**config.mk**
```make
export PLATFORM = sky130hd
export DESIGN_NAME = byte_budget_lru_tag_store
export DESIGN_NICKNAME = d
export VERILOG_FILES = /design/src/hdl/bblru_pkg.sv /design/src/hdl/bblru_ram.sv /design/src/hdl/byte_budget_lru_tag_store.sv
export SDC_FILE = /design/constraint.sdc
export NUM_CORES = 2
export LEC_CHECK = 0
export ABC_AREA = 1
export BUFFER_PORTS_ARGS = -buffer_cell sky130_fd_sc_hd__buf_2
export CORE_ASPECT_RATIO = 1.2
export CORE_UTILIZATION = 45
export DETAILED_ROUTE_END_ITERATION = 8
export GPL_ROUTABILITY_DRIVEN = 0
export SETUP_SLACK_MARGIN = 0.15
export SYNTH_ARGS = -nofsm -noshare
export SYNTH_HDL_FRONTEND = slang
export SYNTH_SLANG_ARGS = --single-unit
```
**constraint.sdc**
```tcl
create_clock -name clk -period 14.2 [get_ports clk]
set_clock_uncertainty 0.2 [all_clocks]
set_input_delay 2.13 -clock clk [delete_from_list [all_inputs] [get_ports clk]]
set_output_delay 2.13 -clock clk [all_outputs]
set_load 0.01 [all_outputs]
```
**src/hdl/bblru_pkg.sv**
```systemverilog
`default_nettype none

package bblru_pkg;

    // Command codes of a request.
    typedef enum logic [1:0] {
        CMD_LOOKUP = 2'd0,
        CMD_INSERT = 2'd1,
        CMD_CLEAR  = 2'd2,
        CMD_NONE   = 2'd3
    } command_t;

    // Budget limits in MiB and the shift from MiB to bytes.
    localparam logic [12:0] CAP_MIN_MB = 13'd1024;
    localparam logic [12:0] CAP_MAX_MB = 13'd4096;
    localparam int          MB_SHIFT   = 20;

    typedef struct packed {
        logic [1:0]  command;
        logic [31:0] key;
        logic [31:0] size_bytes;
    } request_t;

    typedef struct packed {
        logic        is_eviction;
        logic        hit;
        logic [31:0] evicted_key;
        logic [31:0] evicted_size;
        logic [32:0] used_bytes;
        logic [4:0]  entry_count;
        logic [31:0] hit_total;
        logic [31:0] miss_total;
        logic        last;
    } result_t;

    typedef enum logic [3:0] {
        ST_IDLE,
        ST_SCAN,
        ST_UPDATE,
        ST_PRE_RD,
        ST_PRE_EV,
        ST_CHECK,
        ST_EV_RD,
        ST_EV_APPLY,
        ST_EM_RD,
        ST_EM_OUT
    } state_t;

    // Clamp the budget register and convert it to bytes.
    function automatic logic [32:0] capacity_bytes(input logic [12:0] mb);
        logic [12:0] c;
        c = mb;
        if (mb < CAP_MIN_MB) c = CAP_MIN_MB;
        if (mb > CAP_MAX_MB) c = CAP_MAX_MB;
        return 33'(c) << MB_SHIFT;
    endfunction

endpackage

`default_nettype wire

```
**src/hdl/bblru_ram.sv**
```systemverilog
`default_nettype none

module bblru_ram #(
    parameter int WIDTH = 64,
    parameter int DEPTH = 16
) (
    input  wire logic                     clk,
    input  wire logic                     we,
    input  wire logic [$clog2(DEPTH)-1:0] waddr,
    input  wire logic [WIDTH-1:0]         wdata,
    input  wire logic [$clog2(DEPTH)-1:0] raddr,
    output logic      [WIDTH-1:0]         rdata
);

    logic [WIDTH-1:0] mem [DEPTH];

    // One write port and one registered read port.
    always_ff @(posedge clk)
    begin
        if (we)
        begin
            mem[waddr] <= wdata;
        end
        rdata <= mem[raddr];
    end

endmodule

`default_nettype wire

```
**src/hdl/byte_budget_lru_tag_store.sv**
```systemverilog
`default_nettype none

// Channel     | Ports                    | Transfer
// ------------+--------------------------+----------------------------------
// request     | start, busy, request     | edge with start high, busy low
// result      | done, result             | every cycle with done high
// config      | cfg_we, cfg_wdata        | edge with cfg_we high
//
// Keys and sizes live in one RAM with a registered read; valid
// bits and recency ranks are flip-flops. A lookup scans the RAM for the
// key, updates the recency ranks and then reads and builds the result. An
// insert adds a budget check, a read, an apply step and a further check per
// budget eviction, a read and a replace step for an eviction from a full
// table, and a read and an output step per further result. Clear and the
// unused command only build the result. The final result appears in the same cycle in which busy falls.
// Reset empties the table at once. Results cannot be stalled.

module byte_budget_lru_tag_store #(
    parameter int ENTRIES  = 16,
    parameter int KEY_BITS = 32
) (
    input  wire logic                clk,
    input  wire logic                rst_n,
    input  wire logic                start,
    output logic                     busy,
    input  wire bblru_pkg::request_t request,
    output logic                     done,
    output bblru_pkg::result_t       result,
    input  wire logic                cfg_we,
    input  wire logic [12:0]         cfg_wdata
);

    import bblru_pkg::*;

    localparam int IW = $clog2(ENTRIES);
    localparam int CW = $clog2(ENTRIES + 1);
    localparam int EW = $clog2(ENTRIES + 2);
    localparam int DW = KEY_BITS + 32;

    state_t              state_reg, state_next;
    request_t            req_reg, req_next;
    logic [12:0]         cap_mb_reg;
    logic [ENTRIES-1:0]  valid_reg, valid_next;
    logic [IW-1:0]       rank_reg [ENTRIES];
    logic [IW-1:0]       rank_next [ENTRIES];
    logic [CW-1:0]       count_reg, count_next;
    logic [32:0]         bytes_reg, bytes_next;
    logic [31:0]         hits_reg, hits_next;
    logic [31:0]         misses_reg, misses_next;
    logic [CW-1:0]       scan_reg, scan_next;
    logic                cmp_vld_reg, cmp_vld_next;
    logic [IW-1:0]       cmp_idx_reg, cmp_idx_next;
    logic                found_reg, found_next;
    logic [IW-1:0]       match_reg, match_next;
    logic [31:0]         msize_reg, msize_next;
    logic                hit_reg, hit_next;
    logic [IW-1:0]       vict_reg, vict_next;
    logic                pre_reg, pre_next;
    logic [KEY_BITS-1:0] pre_key_reg, pre_key_next;
    logic [31:0]         pre_size_reg, pre_size_next;
    logic [IW-1:0]       evq_reg [ENTRIES];
    logic [IW-1:0]       evq_next [ENTRIES];
    logic [CW-1:0]       qcnt_reg, qcnt_next;
    logic [EW-1:0]       em_reg, em_next;
    logic                done_reg, done_next;
    result_t             res_reg, res_next;

    logic                ram_we;
    logic [IW-1:0]       ram_waddr, ram_raddr;
    logic [DW-1:0]       ram_wdata, ram_rdata;
    logic [KEY_BITS-1:0] rd_key, key_in;
    logic [31:0]         rd_size;
    logic [IW-1:0]       victim, free_slot;
    logic [32:0]         cap_bytes;
    logic [EW-1:0]       total;
    logic [IW-1:0]       qidx;

    bblru_ram #(
        .WIDTH (DW),
        .DEPTH (ENTRIES)
    ) u_ram (
        .clk   (clk),
        .we    (ram_we),
        .waddr (ram_waddr),
        .wdata (ram_wdata),
        .raddr (ram_raddr),
        .rdata (ram_rdata)
    );

    assign rd_key    = ram_rdata[DW-1:32];
    assign rd_size   = ram_rdata[31:0];
    assign key_in    = KEY_BITS'(req_reg.key);
    assign cap_bytes = capacity_bytes(cap_mb_reg);
    assign total     = EW'(pre_reg) + EW'(qcnt_reg);
    assign qidx      = IW'(em_reg - EW'(pre_reg));
    assign busy      = (state_reg != ST_IDLE);
    assign done      = done_reg;
    assign result    = res_reg;

    // Least recent valid entry and lowest free slot.
    always_comb
    begin
        victim    = '0;
        free_slot = '0;
        for (int i = ENTRIES - 1; i >= 0; i--)
        begin
            if (valid_reg[i] && rank_reg[i] == '0)
            begin
                victim = IW'(i);
            end
            if (!valid_reg[i])
            begin
                free_slot = IW'(i);
            end
        end
    end

    // Next state, datapath updates and RAM accesses.
    always_comb
    begin
        state_next    = state_reg;
        req_next      = req_reg;
        valid_next    = valid_reg;
        rank_next     = rank_reg;
        count_next    = count_reg;
        bytes_next    = bytes_reg;
        hits_next     = hits_reg;
        misses_next   = misses_reg;
        scan_next     = scan_reg;
        cmp_vld_next  = cmp_vld_reg;
        cmp_idx_next  = cmp_idx_reg;
        found_next    = found_reg;
        match_next    = match_reg;
        msize_next    = msize_reg;
        hit_next      = hit_reg;
        vict_next     = vict_reg;
        pre_next      = pre_reg;
        pre_key_next  = pre_key_reg;
        pre_size_next = pre_size_reg;
        evq_next      = evq_reg;
        qcnt_next     = qcnt_reg;
        em_next       = em_reg;
        done_next     = 1'b0;
        res_next      = res_reg;
        ram_we        = 1'b0;
        ram_waddr     = '0;
        ram_wdata     = {key_in, req_reg.size_bytes};
        ram_raddr     = victim;

        case (state_reg)
            ST_IDLE:
            begin
                if (start)
                begin
                    req_next  = request;
                    hit_next  = 1'b0;
                    pre_next  = 1'b0;
                    qcnt_next = '0;
                    em_next   = '0;
                    case (request.command)
                        CMD_LOOKUP, CMD_INSERT:
                        begin
                            scan_next    = '0;
                            cmp_vld_next = 1'b0;
                            found_next   = 1'b0;
                            state_next   = ST_SCAN;
                        end
                        CMD_CLEAR:
                        begin
                            valid_next  = '0;
                            for (int i = 0; i < ENTRIES; i++)
                            begin
                                rank_next[i] = '0;
                            end
                            count_next  = '0;
                            bytes_next  = '0;
                            hits_next   = '0;
                            misses_next = '0;
                            state_next  = ST_EM_RD;
                        end
                        default:
                        begin
                            state_next = ST_EM_RD;
                        end
                    endcase
                end
            end

            // Stream the RAM and compare each returned key.
            ST_SCAN:
            begin
                ram_raddr = scan_reg[IW-1:0];
                if (cmp_vld_reg && valid_reg[cmp_idx_reg] && rd_key == key_in)
                begin
                    found_next = 1'b1;
                    match_next = cmp_idx_reg;
                    msize_next = rd_size;
                end
                cmp_vld_next = (scan_reg < CW'(ENTRIES));
                cmp_idx_next = scan_reg[IW-1:0];
                scan_next    = scan_reg + 1'b1;
                if (scan_reg == CW'(ENTRIES))
                begin
                    state_next = ST_UPDATE;
                end
            end

            ST_UPDATE:
            begin
                hit_next = found_reg;
                if (found_reg)
                begin
                    // Move the matched entry to most recent.
                    for (int i = 0; i < ENTRIES; i++)
                    begin
                        if (valid_reg[i] && IW'(i) != match_reg
                            && rank_reg[i] > rank_reg[match_reg])
                        begin
                            rank_next[i] = rank_reg[i] - 1'b1;
                        end
                    end
                    rank_next[match_reg] = IW'(count_reg - 1'b1);
                end
                if (req_reg.command == CMD_LOOKUP)
                begin
                    if (found_reg && hits_reg != '1)
                    begin
                        hits_next = hits_reg + 1'b1;
                    end
                    if (!found_reg && misses_reg != '1)
                    begin
                        misses_next = misses_reg + 1'b1;
                    end
                    state_next = ST_EM_RD;
                end
                else if (found_reg)
                begin
                    bytes_next = bytes_reg - 33'(msize_reg) + 33'(req_reg.size_bytes);
                    ram_we     = 1'b1;
                    ram_waddr  = match_reg;
                    state_next = ST_CHECK;
                end
                else if (count_reg == CW'(ENTRIES))
                begin
                    state_next = ST_PRE_RD;
                end
                else
                begin
                    valid_next[free_slot] = 1'b1;
                    rank_next[free_slot]  = IW'(count_reg);
                    count_next = count_reg + 1'b1;
                    bytes_next = bytes_reg + 33'(req_reg.size_bytes);
                    ram_we     = 1'b1;
                    ram_waddr  = free_slot;
                    state_next = ST_CHECK;
                end
            end

            ST_PRE_RD:
            begin
                vict_next  = victim;
                state_next = ST_PRE_EV;
            end

            // Full table: the victim slot takes the new key as most recent.
            ST_PRE_EV:
            begin
                pre_next      = 1'b1;
                pre_key_next  = rd_key;
                pre_size_next = rd_size;
                bytes_next    = bytes_reg - 33'(rd_size) + 33'(req_reg.size_bytes);
                for (int i = 0; i < ENTRIES; i++)
                begin
                    if (valid_reg[i] && rank_reg[i] != '0)
                    begin
                        rank_next[i] = rank_reg[i] - 1'b1;
                    end
                end
                rank_next[vict_reg] = IW'(ENTRIES - 1);
                ram_we     = 1'b1;
                ram_waddr  = vict_reg;
                state_next = ST_CHECK;
            end

            ST_CHECK:
            begin
                if (bytes_reg > cap_bytes && count_reg != '0)
                begin
                    state_next = ST_EV_RD;
                end
                else
                begin
                    state_next = ST_EM_RD;
                end
            end

            ST_EV_RD:
            begin
                vict_next  = victim;
                state_next = ST_EV_APPLY;
            end

            // Drop the least recent entry and queue it for reporting.
            ST_EV_APPLY:
            begin
                bytes_next = bytes_reg - 33'(rd_size);
                valid_next[vict_reg] = 1'b0;
                for (int i = 0; i < ENTRIES; i++)
                begin
                    if (valid_reg[i] && rank_reg[i] != '0)
                    begin
                        rank_next[i] = rank_reg[i] - 1'b1;
                    end
                end
                rank_next[vict_reg]          = '0;
                count_next                   = count_reg - 1'b1;
                evq_next[qcnt_reg[IW-1:0]]   = vict_reg;
                qcnt_next                    = qcnt_reg + 1'b1;
                state_next                   = ST_CHECK;
            end

            ST_EM_RD:
            begin
                ram_raddr  = evq_reg[qidx];
                state_next = ST_EM_OUT;
            end

            // Build one result from the queued eviction or the step summary.
            ST_EM_OUT:
            begin
                res_next.is_eviction  = (total != '0);
                res_next.hit          = hit_reg;
                res_next.evicted_key  = '0;
                res_next.evicted_size = '0;
                if (total != '0)
                begin
                    if (pre_reg && em_reg == '0)
                    begin
                        res_next.evicted_key  = 32'(pre_key_reg);
                        res_next.evicted_size = pre_size_reg;
                    end
                    else
                    begin
                        res_next.evicted_key  = 32'(rd_key);
                        res_next.evicted_size = rd_size;
                    end
                end
                res_next.used_bytes  = bytes_reg;
                res_next.entry_count = 5'(count_reg);
                res_next.hit_total   = hits_reg;
                res_next.miss_total  = misses_reg;
                res_next.last        = (total == '0) || (em_reg == total - 1'b1);
                done_next            = 1'b1;
                if (res_next.last)
                begin
                    state_next = ST_IDLE;
                end
                else
                begin
                    em_next    = em_reg + 1'b1;
                    state_next = ST_EM_RD;
                end
            end

            default:
            begin
                state_next = ST_IDLE;
            end
        endcase
    end

    // Control state.
    always_ff @(posedge clk or negedge rst_n)
    begin
        if (!rst_n)
        begin
            state_reg  <= ST_IDLE;
            cap_mb_reg <= CAP_MIN_MB;
            valid_reg  <= '0;
            for (int i = 0; i < ENTRIES; i++)
            begin
                rank_reg[i] <= '0;
            end
            count_reg  <= '0;
            bytes_reg  <= '0;
            hits_reg   <= '0;
            misses_reg <= '0;
            done_reg   <= 1'b0;
        end
        else
        begin
            state_reg <= state_next;
            if (cfg_we)
            begin
                cap_mb_reg <= cfg_wdata;
            end
            valid_reg  <= valid_next;
            rank_reg   <= rank_next;
            count_reg  <= count_next;
            bytes_reg  <= bytes_next;
            hits_reg   <= hits_next;
            misses_reg <= misses_next;
            done_reg   <= done_next;
        end
    end

    // Working registers of one step.
    always_ff @(posedge clk)
    begin
        req_reg      <= req_next;
        scan_reg     <= scan_next;
        cmp_vld_reg  <= cmp_vld_next;
        cmp_idx_reg  <= cmp_idx_next;
        found_reg    <= found_next;
        match_reg    <= match_next;
        msize_reg    <= msize_next;
        hit_reg      <= hit_next;
        vict_reg     <= vict_next;
        pre_reg      <= pre_next;
        pre_key_reg  <= pre_key_next;
        pre_size_reg <= pre_size_next;
        evq_reg      <= evq_next;
        qcnt_reg     <= qcnt_next;
        em_reg       <= em_next;
        res_reg      <= res_next;
    end

    // The entry count tracks the valid bits.
    a_count_matches: assert property (@(posedge clk) disable iff (!rst_n)
        count_reg == CW'($countones(valid_reg)))
        else $error("entry count differs from valid bits");

    // A result transfer only follows the output step.
    a_done_source: assert property (@(posedge clk) disable iff (!rst_n)
        done_reg |-> $past(state_reg) == ST_EM_OUT)
        else $error("result strobe without output step");

    // The RAM is never written while the block is idle.
    a_idle_no_write: assert property (@(posedge clk) disable iff (!rst_n)
        state_reg == ST_IDLE |-> !ram_we)
        else $error("RAM write while idle");

    // An eviction is only taken when the budget is exceeded.
    a_evict_reason: assert property (@(posedge clk) disable iff (!rst_n)
        state_reg == ST_EV_RD |-> $past(bytes_reg > cap_bytes))
        else $error("eviction within budget");

endmodule

`default_nettype wire

```
# --- After elaboration in Yosys (flattened, before gate mapping) ---
# Memory sizes are Yosys's and may differ from the RTL's. A register that Yosys moved wholly into a read port is not among the register bits.
# Index checks and enable logic that the tools add are counted.
totals:
  ff_bits: 626
  ram_bits: 1024
  input_bits: 83
  memories: 1
mem_list:
  columns: ["memory", "words", "width", "rd", "rd_ports_with_merged_regs", "wr", "line_no", "rtl"]
  rows:
  - ["u_ram.mem", 16, 64, 1, 1, 1, "bblru_ram.sv:15", "logic [WIDTH-1:0] mem [DEPTH];"]
classes:
  add_sub_neg: 31
  order_cmp: 34
  n_eq_ne: 45
  mux: 224
  bitwise: 11
  reduce_logical: 143
ops:
  columns: ["operator", "count"]
  rows:
  - ["two-way mux 4 bit", 145]
  - ["two-way mux 64 bit", 8]
  - ["case mux 64 bit (4 select lines)", 1]
  - ["bitwise mux 64 bit", 3]
  - ["two-way mux 32 bit", 6]
  - ["two-way mux 33 bit", 5]
  - ["case mux 33 bit (4 select lines)", 1]
  - ["case mux 32 bit (2 select lines)", 2]
  - ["adder 33 x 32 -> 33 bit", 3]
  - ["two-way mux 16 bit", 5]
  - ["logical AND 1 bit", 76]
  - ["nonzero test 4 bit", 19]
  - ["zero test 4 bit", 17]
  - ["subtractor 33 x 32 -> 33 bit", 2]
  - ["adder 32 x 1 -> 32 bit (second input constant)", 2]
  - ["AND 64 bit", 1]
  - ["demux 4 bit (select 4 bit)", 4]
  - ["greater-than comparator 4 bit", 16]
  - ["inequality test 32 bit (second input constant)", 2]
  - ["inverter 64 bit", 1]
  - ["bitwise OR 64 bit", 1]
  - ["subtractor 4 x 1 -> 4 bit (second input constant)", 16]
  - ["case mux 16 bit (3 select lines)", 1]
  - ["two-way mux 5 bit", 9]
  - ["other kinds (56)", 142]

# --- Logic depth before layout (Yosys ltp) ---
depth:
  word_depth: 26
  mapped_depth: 29
  depth_no_buf: 29

# --- Modules after synthesis ---
# Synthesis repeated with hierarchy kept, for this count alone.
unflattened:
  hier_cells: 9674
  area_unflattened_um2: 88823.9
by_module_without_submodules:
  columns: ["mod", "n_inst", "cells_per_inst", "area_each_um2", "seq_area_each_um2"]
  rows:
  - ["bblru_ram", 1, 4210, 45285.9, 32030.7]
  - ["byte_budget_lru_tag_store", 1, 5464, 43538.0, 17798.3]

# --- Worst setup path before layout ---
# OpenSTA, ideal clock, no wires.
synth_timing:
  path_type: "register to register"
  from: "reg state_reg[0]"
  to: "reg em_reg[0] (enable)"
  setup_ps: 315
  t_arrival_ps: 14458
  setup_slack_ps: -773
  stages_incl_launch_ff: 8
  path_buffers: 0
  synth_period_minus_slack_ps: 14973
  cell_sequence: "dfrtp_1 > inv_1 > nor2_1 > inv_1 > nor3_1 > inv_1 > or2_2 > nand2_1"
synth_between:
  elab_chain_cells: 3
synth_lines:
  columns: ["element", "line_no", "rtl"]
  rows:
  - ["start, declared", "byte_budget_lru_tag_store.sv:40", "state_t state_reg, state_next;"]
  - ["start signal, assigned", "byte_budget_lru_tag_store.sv:392", "state_reg <= state_next;"]
  - ["equality test 4 bit / zero test 4 bit (equally long branches)", "byte_budget_lru_tag_store.sv:150", "case (state_reg)"]
  - ["inequality test 2 bit (no source line) / nonzero test 2 bit (equally long branches)", null, null]
  - ["AND reduction 3 bit (no source line) (*)", null, null]
  - ["end signal, assigned", "byte_budget_lru_tag_store.sv:424", "em_reg <= em_next;"]
  - ["end, declared", "byte_budget_lru_tag_store.sv:64", "logic [EW-1:0] em_reg, em_next;"]
# Mark *: on every way between the ends. The rest lies on a longest branch, timed or not.
# A chain may end at the register's enable or synchronous reset.

# --- Final worst setup path ---
layout_timing:
  from: "reg em_reg[0]"
  to: "reg u_ram.rdata[39] (read register of u_ram.mem)"
layout_between:
  elab_chain_cells: 6
layout_lines:
  columns: ["element", "line_no", "rtl"]
  rows:
  - ["subtractor 4 x 1 -> 4 bit", "byte_budget_lru_tag_store.sv:95", "assign qidx = IW'(em_reg - EW'(pre_reg));"]
  - ["inverter 4 -> 5 bit (not written as such)", "byte_budget_lru_tag_store.sv:324", "ram_raddr = evq_reg[qidx];"]
  - ["binary-select mux 4 bit (select 4 bit)", "byte_budget_lru_tag_store.sv:324", null]
  - ["two-way mux 4 bit (not written as such) (2 in a row)", "byte_budget_lru_tag_store.sv:324", null]
  - ["case mux 4 bit (2 select lines)", "byte_budget_lru_tag_store.sv:150", null]
  - ["end, declared", "bblru_ram.sv:12", "output logic [WIDTH-1:0] rdata"]
# No other way between the ends. The select of a mux whose other input is x is not followed.

==> results.md <==
- Post-CTS setup buffer count: 0
- Clock tree sinks: between 1.5k and 2k
- Synthesized area per cell: between 9 and 10 µm²
- Final worst slack: about 6900 ps
- Endpoint type of the worst setup path: flip-flop
- Count of final hold-check violations: 0
- Clock share of power: 0.208
- Clk buf depth: 3
- CP max stage delay: 980 ps
- Worst slew pin tran: 1290 ps
- Initial Util: 0.454
- Post-DRT Antenna Nets: 0
- Max-cap violations: 0
- Kind of cell adding the most delay to the critical path: buffers and inverters
- Final core occ: 0.505
- Pre-Repair DR Iteration Count: 6
- RSZ-0062 raised after global routing: false
- Filler instances: 17.8k
- Psw: approximately 10,000 µW
- Critical path, cell by cell: inv_1 -> ha_1 -> inv_1 -> a21oi_1 -> a22oi_1 -> a221oi_1 -> o221ai_4 -> buf_4 -> nand2_8 -> buf_4 -> buf_12 -> nand2_1 -> nand2_1 -> nand2_1 -> nand3_1 -> nand3_1 -> nand2_1
- Arr. time, crit path: 7870 ps
- Synth cell types: between 70 and 80
- Clock Latency Late Sink: 860 ps
- Core area: 0.192 mm²
- # DRC: 0
- Fin. max-slew vios: 0
- Largest net degree at the start of global routing: 215
- Die Wd: 404 µm
- Flop pwr share: 0.311
- Die Y: 485 µm
- H-tree levels: 4
- Setup TNS Final: 0 ps
- Buf/Inv on CP: 5
- Synth Instances: around 9k
- First-pass GRT wire length: 407,000 µm
- Net count, final: 9,768
- Fin Hold WS: 257 ps
- Syn-to-layout area delta: 11.1%
- Internal power: 12,200 µW
- Leading cell type in the layout, fill and taps excluded: nand2_1
- Min Clock Period, post-route: 7280 ps
- Static Leak: 0.0407 µW
- Wire length per cell: ~22 µm
- Placement Setup Slack: 7100 ps
- Root buffer cell: clkbuf_16
- Sw Ratio: 0.459
- Clk pin slew, worst setup/hold paths: around 60 ps
- CTS tree: built
- Setup Crit Path Kind: reg -> reg
- Number of synthesized flops with an enable pin: 1,450
- Worst slew margin: 0.133
- Gate power share: 0.480
- P per Cell Area: ~230 mW/mm²
- Worst EP required: 14,790 ps
- Vias in the first global route: roughly 66k
- Cell Rows: 176
- Post-synthesis sequential area ratio: 0.570
- Syn_nets: 9,627
- Hold-fix buffers, CTS: 0
- Vias: 68.9k
- #FFs+latches synth: about 1.7k
- Die Area: 0.196 mm²
- Cts repair resizes: 0
- Biggest register: u_ram.mem
- Post-Syn Area: 0.0875 mm²
- IO Pins: about 250
- Min-Delay Path Class: reg -> reg
- Wirelength, routed: 270,000 µm
- Share of layout cells above drive strength 1: 0.0840
- Most frequent cells in the layout: 2,055 x nand2_1, 1,450 x edfxtp_1, 1,390 x nand3_1, 1,286 x inv_1, 449 x o21ai_0
- Post-DP HPWL: 161,000 µm
- Status: finished, final reports clean
- Critical Path Fanout Max: about 190
- Cell mode on critical path: nand2_1
- Max VDD drop: 0.267 mV
- Yosys warnings: 0
- Synth Flop Type: edfxtp_1
- Port Buffers: roughly 250
- Aggregate global routing overflow: 0
- CP max-delay cell: ha_1
- Ratio of final minimum period to clock period: 0.512
- Max frequency: between 0.1 and 0.15 GHz
- Initial antenna violation count: 5
- Cts bufs inserted: 178
- DR iter-0 viols: between 7k and 8k
- Placed cell count: 11.8k
- Final setup fails: 0
- Fin cells: 12.1k
- Max reg flops: 1,024
- Tot GR Track Use: 0.272
- Share of synthesized registers carrying an async set or reset: 0.117
- Critical Path Source Type: flip-flop
- Routed vias/inst: roughly 5.7
[cells in the mapped netlist, types with 64 or more instances]
| master | n | area (µm²) |
|---|---|---|
| nor3_1 | 65 | 325 |
| o211ai_1 | 91 | 683 |
| nor2_1 | 409 | 1540 |
| xor2_1 | 79 | 692 |
| mux2_2 | 65 | 732 |
| ha_1 | 243 | 3040 |
| buf_2 | 191 | 956 |
| clkbuf_1 | 153 | 574 |
| nand4_1 | 64 | 400 |
| inv_1 | 1289 | 4840 |
| dfrtp_1 | 199 | 4980 |
| a21oi_1 | 413 | 2070 |
| dfxtp_1 | 64 | 1280 |
| nand2_1 | 2056 | 7720 |
| edfxtp_1 | 1450 | 43500 |
| nand3_1 | 1391 | 6960 |
| o21ai_0 | 449 | 2250 |
[cells by family (layout without fill, tap and decap cells)]
kind of cell	after synthesis	after routing	synth area share
adder cells (fa/ha/maj)	278	278	0.0428
AND/OR/NAND/NOR	4091	4091	0.203
XOR/XNOR	114	114	0.0115
multiplexers	65	65	0.00837
flip-flops	1714	1714	0.570
AO/OA/AOI/OAI	1298	1298	0.0870
other	0	1	0
buffers and inverters	1706	2002	0.0774
[cell type report]
cell class                      instances  area [µm²]  area share
Tap cell                             2581        3230      0.0332
Clock inverter                         94         988      0.0102
Clock buffer                          241        4850      0.0500
Multi-Input combinational cell       5846       31100       0.321
Sequential cell                      1714       49800       0.513
Inverter                             1303        4910      0.0505
Antenna cell                            1        2.50   0.0000258
Timing Repair Buffer                  364        2180      0.0225
[layer usage]
| layer | up-vias | global-route usage | part of all wire |
|---|---|---|---|
| li1 | 32000 | - | - |
| met1 | 33200 | 0.364 | 0.42 |
| met2 | 3099 | 0.444 | 0.47 |
| met3 | 605 | 0.0405 | 0.079 |
| met4 | 2 | 0.106 | 0.038 |
| met5 | - | 0 | 0.000048 |
[stage by stage]
step	power (µW)	area [µm²]
after floorplan	14600	87500
after global placement	17600	91300
after detailed placement	17800	91300
after CTS	22500	97100
after global routing	24100	97100
final	22600	97100
[power by group through the flow]
stage / clock, µW / sequential [µW] / combinational (µW)
2_1_floorplan: 0 / 6830 / 7770
3_3_place_gp: 0 / 7100 / 10500
3_5_place_dp: 0 / 7110 / 10700
4_1_cts: 4780 / 7010 / 10700
5_1_grt: 4960 / 7090 / 12000
6_report: 4710 / 7030 / 10800
[worst paths after layout]
| check | slack, ps | cells past startpoint | start | to |
|---|---|---|---|---|
| max in group asynchronous | 11200 | 2 | rst_n | hits_reg[18] |
| setup reg to reg | 6920 | 17 | em_reg[0] | u_ram.rdata[39] |
| hold / removal | 260 | 0 | hit_reg | result[167] |
| hold reg to reg | 260 | 0 | hit_reg | result[167] |
| min in group asynchronous | 1130 | 1 | rst_n | rank_reg[39] |
| setup / recovery | 6920 | 17 | em_reg[0] | u_ram.rdata[39] |
(Power assumes the default switching activity.)
